==> config.mk <==
export PLATFORM = sky130hd
export DESIGN_NAME = rfc_extent
export DESIGN_NICKNAME = d
export VERILOG_FILES = /design/src/rtl/core/rfc_pkg.sv /design/src/rtl/core/rfc_extent.sv
export SDC_FILE = /design/constraint.sdc
export NUM_CORES = 1
export LEC_CHECK = 0
export BUFFER_PORTS_ARGS = -buffer_cell sky130_fd_sc_hd__buf_2
export CORE_ASPECT_RATIO = 0.8
export CORE_MARGIN = 2
export CORE_UTILIZATION = 47
export CTS_CLUSTER_SIZE = 14
export DETAILED_ROUTE_END_ITERATION = 6
export PLACE_DENSITY = 0.76
export SLEW_MARGIN = 15
export SYNTH_ARGS = -nofsm -noshare
export SYNTH_HDL_FRONTEND = slang
export SYNTH_SLANG_ARGS = --single-unit
==> constraint.sdc <==
create_clock -name clk -period 2.1 [get_ports clk]
set_clock_uncertainty 0.2 [all_clocks]
set_input_delay 0.105 -clock clk [delete_from_list [all_inputs] [get_ports clk]]
set_output_delay 0.105 -clock clk [all_outputs]
set_load 0.01 [all_outputs]
==> src/rtl/core/rfc_pkg.sv <==
package rfc_pkg;

    localparam int CANVAS_SIZE = 128;
    localparam int DEPTH       = CANVAS_SIZE * CANVAS_SIZE;
    localparam int ADDR_W      = (DEPTH > 1) ? $clog2(DEPTH) : 1;
    // Wide enough for a column plus a span and for the canvas size itself.
    localparam int COORD_W     = $clog2(CANVAS_SIZE + 256) + 1;

    localparam logic [ADDR_W-1:0]  CS_A      = ADDR_W'(CANVAS_SIZE);
    localparam logic [ADDR_W-1:0]  LAST_ADDR = ADDR_W'(DEPTH - 1);
    localparam logic [COORD_W-1:0] CS_C      = COORD_W'(CANVAS_SIZE);
    localparam logic [23:0]        WHITE     = 24'hFFFFFF;
    localparam logic [7:0]         SAT_MAX   = 8'd255;

    localparam logic OP_DRAW = 1'b0;
    localparam logic OP_READ = 1'b1;

    typedef enum logic [2:0] {
        ST_CLEAR,
        ST_IDLE,
        ST_FILL,
        ST_READ,
        ST_DONE
    } state_t;

    typedef struct packed {
        logic       en;
        logic [6:0] col;
        logic [6:0] row;
        logic [7:0] span_x;
        logic [7:0] span_y;
    } ext_upd_t;

endpackage

==> src/rtl/core/rfc_extent.sv <==
module rfc_extent (
    input  logic              clk,
    input  logic              rst_n,
    input  rfc_pkg::ext_upd_t upd,
    output logic [7:0]        used_width,
    output logic [7:0]        used_height
);
    import rfc_pkg::*;

    logic [7:0] width_reg;
    logic [7:0] width_next;
    logic [7:0] height_reg;
    logic [7:0] height_next;
    logic [8:0] right_sum;
    logic [8:0] bottom_sum;
    logic [7:0] right_sat;
    logic [7:0] bottom_sat;

    always_comb
    begin
        right_sum   = {2'b00, upd.col} + {1'b0, upd.span_x};
        bottom_sum  = {2'b00, upd.row} + {1'b0, upd.span_y};
        right_sat   = right_sum[8] ? SAT_MAX : right_sum[7:0];
        bottom_sat  = bottom_sum[8] ? SAT_MAX : bottom_sum[7:0];
        width_next  = width_reg;
        height_next = height_reg;
        if (upd.en)
        begin
            if (right_sat > width_reg)
            begin
                width_next = right_sat;
            end
            if (bottom_sat > height_reg)
            begin
                height_next = bottom_sat;
            end
        end
    end

    always_ff @(posedge clk or negedge rst_n)
    begin
        if (!rst_n)
        begin
            width_reg  <= '0;
            height_reg <= '0;
        end
        else
        begin
            width_reg  <= width_next;
            height_reg <= height_next;
        end
    end

    assign used_width  = width_reg;
    assign used_height = height_reg;

endmodule

==> results.md, run 1 <==
* Yosys cell types at 32
* Worst Reg-to-Reg Cells at 8
* Hold path startpoint: upd[0]
* Final Hold Fails at 0
* Net count, final at 352
* Max Freq at 0.317 GHz
* Layout area overhead at 69.1%
* Initial Util at between 40% and 50%
* HP Class: in2reg
* Yosys warning total at 0
* Yosys top cell by area: dfrtp_1
* GR Layer Usage met1 at 33.8%
* Clock slew at reported path FFs at 0.07 ns
* Synth Area in Adders at 24.1%
* Final setup viols at 16
* CTS tree: built
* Hold EP: used_height[0]
* Via/cell ratio at approximately 5.7
* FF-to-FF Start: used_width[5]
* Overall routing resource usage at 25.8%
* Antenna cell count at 0
* I/O Buffers at 48
* DRC viols at 0
* GR Layer Usage met3 at 5.74%
* Skew-Pair Late Insertion Delay at 0.27 ns
* Root buf cell: clkbuf_8
* CP Buf/Inv Count at 3
* Num CTS Buffers at 3
* Synth top cells by count: ha_1, nand2_1, inv_1
* H-tree level count at 1
* I/O pins at 49
* Yosys reg bits at 16
* Post-Syn Instances at 177
* R2r setup slk at -0.08 ns
* Critical path startpoint category: input port
* Met2 Use GR at 43.1%
* Chip height at 58.1 µm
* Most common flop cell mapped by yosys: dfrtp_1
* Crit-path cells: buf_8 -> ha_4 -> fa_2 -> a21o_1 -> a221oi_4 -> buf_6 -> o21a_4 -> nand2_2 -> ha_4 -> o21ai_1 -> a21oi_2 -> o21ai_2 -> a221oi_4 -> buf_6 -> mux2_4
* PD cells at 1180 mW/mm²
* Post-synthesis simple-gate area fraction at 11.6%
* Clock buffer depth at 2
* Post-synthesis sequential area ratio at 23.3%
* Hold Path Stages at 4
* Post-synth EDFFs at 0
* Leakage at ~1.4 nW
* Max incr delay on CP at 0.37 ns
* Die width at around 72 µm
* Gr busiest metal: met2
* Die Footprint at 0.00417 mm²
* Largest net degree at the start of global routing at 17
* Initial antenna violation count at 0
* Compound-Gate Fraction of Synth Area at 20.1%
* Vias at roughly 1900
* Mux contribution to synthesized area at a little over an eighth
* Slew Viols, Final at 0
* Vias in the first global route at roughly 1800
* Setup TNS at -16.46 ns
* Outcome: finished with violations
* Core area at 0.00347 mm²
* Final min period at 3.16 ns
* Syn_area_per_cell at 9.73 µm²
* Crit end category: flop
* Setup WS post-layout at -1.06 ns
* Fin util at 83.9%
* Delay-heaviest family, CP: compound AO/OA/AOI/OAI gates
* Violated checks: negative setup slack
* Worst endpoint required time at 2.05 ns
* R2R Path End: used_width[3]
* Post-Synth XOR/XNOR Area at 4.07%
* Hold slack at 0.0271 ns
* CP max stage cell: fa_2
* CTS Sinks at 16
* Top cell type's share of synthesized area at 23.3%
* Unrepaired setup endpoints after global routing: true
* Post-Place Worst Slack at -1.34 ns
* First-pass GRT wire length at 8380 µm
* Setup CP Type: in2reg
* Synth Net Count at 242
* Std cell rows at 19
* Detailed placement HPWL at 3370 µm
* Crit share post-route at 150%
* Max_slew headroom at 73.5%
* Iter 0 DRT Violations at 129
* WP data arrival at 3.11 ns
* Share of cells above drive strength 1 at 60.8%
* Worst vdd ir at just under 0.8 mV
* WL/cell at 18.7 µm
* Largest family of logic cells by synthesized area: adder cells
* Most frequent cell after synthesis: ha_1
* Max Cap Violations at 0
* Syn Std Cell Area at 0.00172 mm²
* GPL Wtd Cong at 0.804
* Antenna Nets Post-Route at 0
* Crit Path Max Fanout at 5
* Main area contributors after synthesis: dfrtp_1, ha_1, mux2_4, nand2_1, inv_1
* Share of synthesized registers carrying an async set or reset at between 90% and 100%
* First-pass iteration count of the detailed router at 4
* Worst-margin pin slew at 0.398 ns
* Total grt overflow at 0
* Routed wire length at just over 6000 µm
-- flip-flops by register name (all words and copies together), names as in the netlist --
signal / count
used_height: 8
used_width: 8
-- worst max path at each step --
stage | to | cells after the start | slack (ns) | from
2_1_floorplan | used_height[1] | 12 | -1.15 | upd[0]
3_3_place_gp | used_width[4] | 14 | -1.28 | upd[8]
3_5_place_dp | used_width[4] | 14 | -1.34 | upd[8]
4_1_cts | used_width[4] | 14 | -0.94 | upd[23]
5_1_grt | used_height[5] | 14 | -1.14 | upd[16]
6_report | used_width[3] | 15 | -1.06 | upd[23]
-- layout make-up --
cell class / instances / area (µm²)
clock buffers: 4 / 55.1
fillers: 180 / 559
inverters: 17 / 63.8
multi-input cells: 144 / 1610
flip-flops and latches: 16 / 400
well taps: 42 / 52.6
repair buffers: 105 / 727
-- per-stage QoR --
| stage | instance area, µm² | std cells | total power (W) |
|---|---|---|---|
| 2_1_floorplan | 1780 | 177 | 0.00167 |
| 6_report | 2910 | 328 | 0.00343 |
| 3_3_place_gp | 2420 | 312 | 0.00228 |
| 5_1_grt | 2910 | 328 | 0.00366 |
| 3_5_place_dp | 2420 | 312 | 0.00234 |
| 4_1_cts | 2680 | 327 | 0.00290 |
-- layout by cell type (no fill, tap or decap), types with 6 or more instances in the layout --
cell type  Yosys  final
nand2_1       22     12
dfrtp_1       16     16
ha_4           0     13
inv_1         17     17
mux2_4         8     14
buf_6          0      7
a21oi_1       12      9
ha_1          30     17
a21o_1         6      6
nand2_2        0      8
buf_2          0     44
buf_4          0     51
-- worst reg2reg max path: stages, from the launching register on --
cell and delay (ns):
dfrtp_1 0.39, inv_1 0.13, ha_4 0.23, a21oi_2 0.18, nor2_2 0.05, a211oi_2 0.31, a221oi_4 0.12, buf_6 0.16
mux2_4 0.30
-- kinds of logic after synthesis --
group | Yosys count
adders and majority gates | 32
and+or+nand+nor | 42
buffers and inverters | 17
AOI/OAI and AO/OA | 44
xor gates and xnor gates | 8
muxes | 18
DFF | 16
-- layer usage --
layer	routed length, µm	vias up
met5	0	-
met4	192	0
met3	349	20
met2	3030	74
met1	2570	909
li1	-	857
-- power breakdown --
part	leakage, nW	internal [W]	switching, W
registers	0.178	0.000466	0.000123
clock network	0.0288	0.000167	0.000134
logic	1.24	0.00135	0.00119
-- timing repair --
item	in CTS	in global routing
hold buffers	1	0
hold endpoints to repair	16	0
pin swaps	20	21
resized for setup	21	34
buffers inserted	10	1
endpoints found under the setup margin	16	16
No activity file was read; power rests on OpenSTA's default activity.
==> inputs of run 2 (changes only) <==
==> constraint.sdc (replaced) <==
create_clock -name clk -period 2.1 [get_ports clk]
set_clock_uncertainty 0.2 [all_clocks]
set_input_delay 0.63 -clock clk [delete_from_list [all_inputs] [get_ports clk]]
set_output_delay 0.63 -clock clk [all_outputs]
set_load 0.01 [all_outputs]
==> run 2 against run 1 <==
The run still ends with negative setup slack left. Cell area up 0.30%. Power up 1.2%. Sequential cell count unchanged. Worst hold slack improved by 0.041 ns. Fmax fell by 15%. Combinational power grew 2%. Non-clock buffer count grew 2. Worst setup slack got worse by 0.57 ns.
==> results.md, run 2 (synthesis gave the netlist of run 1 again) <==
* Outcome: finished with violations
* Violated checks: negative setup slack
* First-pass GRT wire length at 8260 µm
* R2r setup slk at -0.13 ns
* Chip height at 58.1 µm
* Post-Layout Cell Count at 330
* Total grt overflow at 0
* Final Hold Fails at 0
* R2R Path End: used_width[3]
* Layout area overhead at 69.6%
* CTS Sinks at 16
* Net count, final at 354
* Std cell rows at 19
* GPL Wtd Cong at 0.804
* Worst Reg-to-Reg Cells at 8
* WL/cell at 19.1 µm
* Crit end category: flop
* Clock slew at reported path FFs at 0.08 ns
* Root buf cell: clkbuf_8
* Skew-Pair Late Insertion Delay at 0.27 ns
* Antenna Nets Post-Route at 0
* Final min period at between 3 and 4 ns
* I/O Buffers at 48
* Die Footprint at roughly 0.0042 mm²
* Iter 0 DRT Violations at 112
* H-tree level count at 1
* Worst-margin pin slew at slightly below 0.4 ns
* HP Class: in2async
* Share of cells above drive strength 1 at 61.5%
* Setup WS post-layout at -1.63 ns
* Worst vdd ir at 0.816 mV
* Crit Path Max Fanout at 5
* Critical path startpoint category: input port
* DRC viols at 0
* CTS tree: built
* Setup CP Type: in2reg
* Placed Cells incl. Taps at 312
* Max_slew headroom at 74.2%
* Slew Viols, Final at 0
* Unrepaired setup endpoints after global routing: true
* Num CTS Buffers at 3
* PD cells at 1190 mW/mm²
* FF-to-FF Start: used_width[5]
* Fin util at 84.1%
* Clock buffer depth at 2
* Hold slack at 0.0676 ns
* Max Cap Violations at 0
* Initial antenna violation count at 0
* Fill count at 166
* Via/cell ratio at 5.89
* First-pass iteration count of the detailed router at 4
* Detailed placement HPWL at 3360 µm
* I/O pins at 49
* Vias in the first global route at 1802
* WP data arrival at 3.69 ns
* Final setup viols at 16
* Antenna cell count at 0
* Hold buffers post-CTS at 0
* Leakage at 1.45 nW
* Largest net degree at the start of global routing at 17
* Initial Util at 49.6%
* Core area at 0.00347 mm²
* Worst endpoint required time at 2.06 ns
* Multi-input logic area at 0.00162 mm²
* Most frequent cells in the layout: buf_4, buf_2, inv_1, ha_1, dfrtp_1
* Max Freq at 0.268 GHz
* Vias at 1943
* Routed wire length at 6300 µm
* Register cell area after layout at 400 µm²
* Die width at 71.7 µm
* Overall routing resource usage at 25.4%
* Most common cell after layout, fill and taps aside: buf_4
* Crit share post-route at 178%
## run 2: final cells by class
class / instances / share of cell area, %
well taps: 42 / 1.80
flip-flops and latches: 16 / 13.7
inverters: 17 / 2.19
multi-input cells: 144 / 55.4
repair buffers: 107 / 25.1
clock buffers: 4 / 1.89
## run 2: stage by stage
stage	worst slack (ns)	cell area [µm²]	total power (W)	setup TNS, ns
2_1_floorplan	-1.67	1780	0.00167	-26.40
3_3_place_gp	-1.81	2420	0.00228	-27.95
3_5_place_dp	-1.92	2420	0.00234	-29.35
4_1_cts	-1.51	2670	0.00293	-23.25
5_1_grt	-1.71	2920	0.00365	-25.89
6_report	-1.63	2920	0.00347	-24.61
## run 2: worst max-delay path by stage
stage	from	to	slack (ns)
after floorplan	upd[0]	used_height[1]	-1.67
after global placement	upd[8]	used_width[4]	-1.81
after detailed placement	upd[8]	used_width[4]	-1.92
final	upd[8]	used_width[3]	-1.63
after global routing	upd[8]	used_width[3]	-1.71
after CTS	upd[8]	used_width[4]	-1.51
## run 2: timing repair
action | in CTS | in global routing
gates resized for setup | 22 | 32
setup endpoints to repair | 16 | 16
endpoints found under the hold margin | 0 | 0
pin swaps | 16 | 20
setup buffers | 9 | 5
## run 2: metal layers
metal	GRT usage [%]	part of all wire [%]	vias to the layer above
met2	44.2	50	108
li1	-	-	861
met4	6.47	3.9	0
met1	32.4	40	948
met3	5.04	6.2	26
met5	0	0	-
## run 2: report_power, final
part	leakage, nW	switching [W]	internal (W)
clock network	0.0288	0.000129	0.000167
registers	0.178	0.000128	0.000466
logic	1.25	0.00121	0.00137
## run 2: critical path: stages
cell      delay [ns]
buf_6           0.10
ha_4            0.16
fa_2            0.34
a21o_1          0.24
a221oi_4        0.32
o21a_1          0.24
buf_6           0.14
nand2b_4        0.07
ha_4            0.29
nand2b_4        0.05
a21oi_2         0.18
o21ai_2         0.10
a221oi_4        0.32
buf_6           0.19
mux2_4          0.31
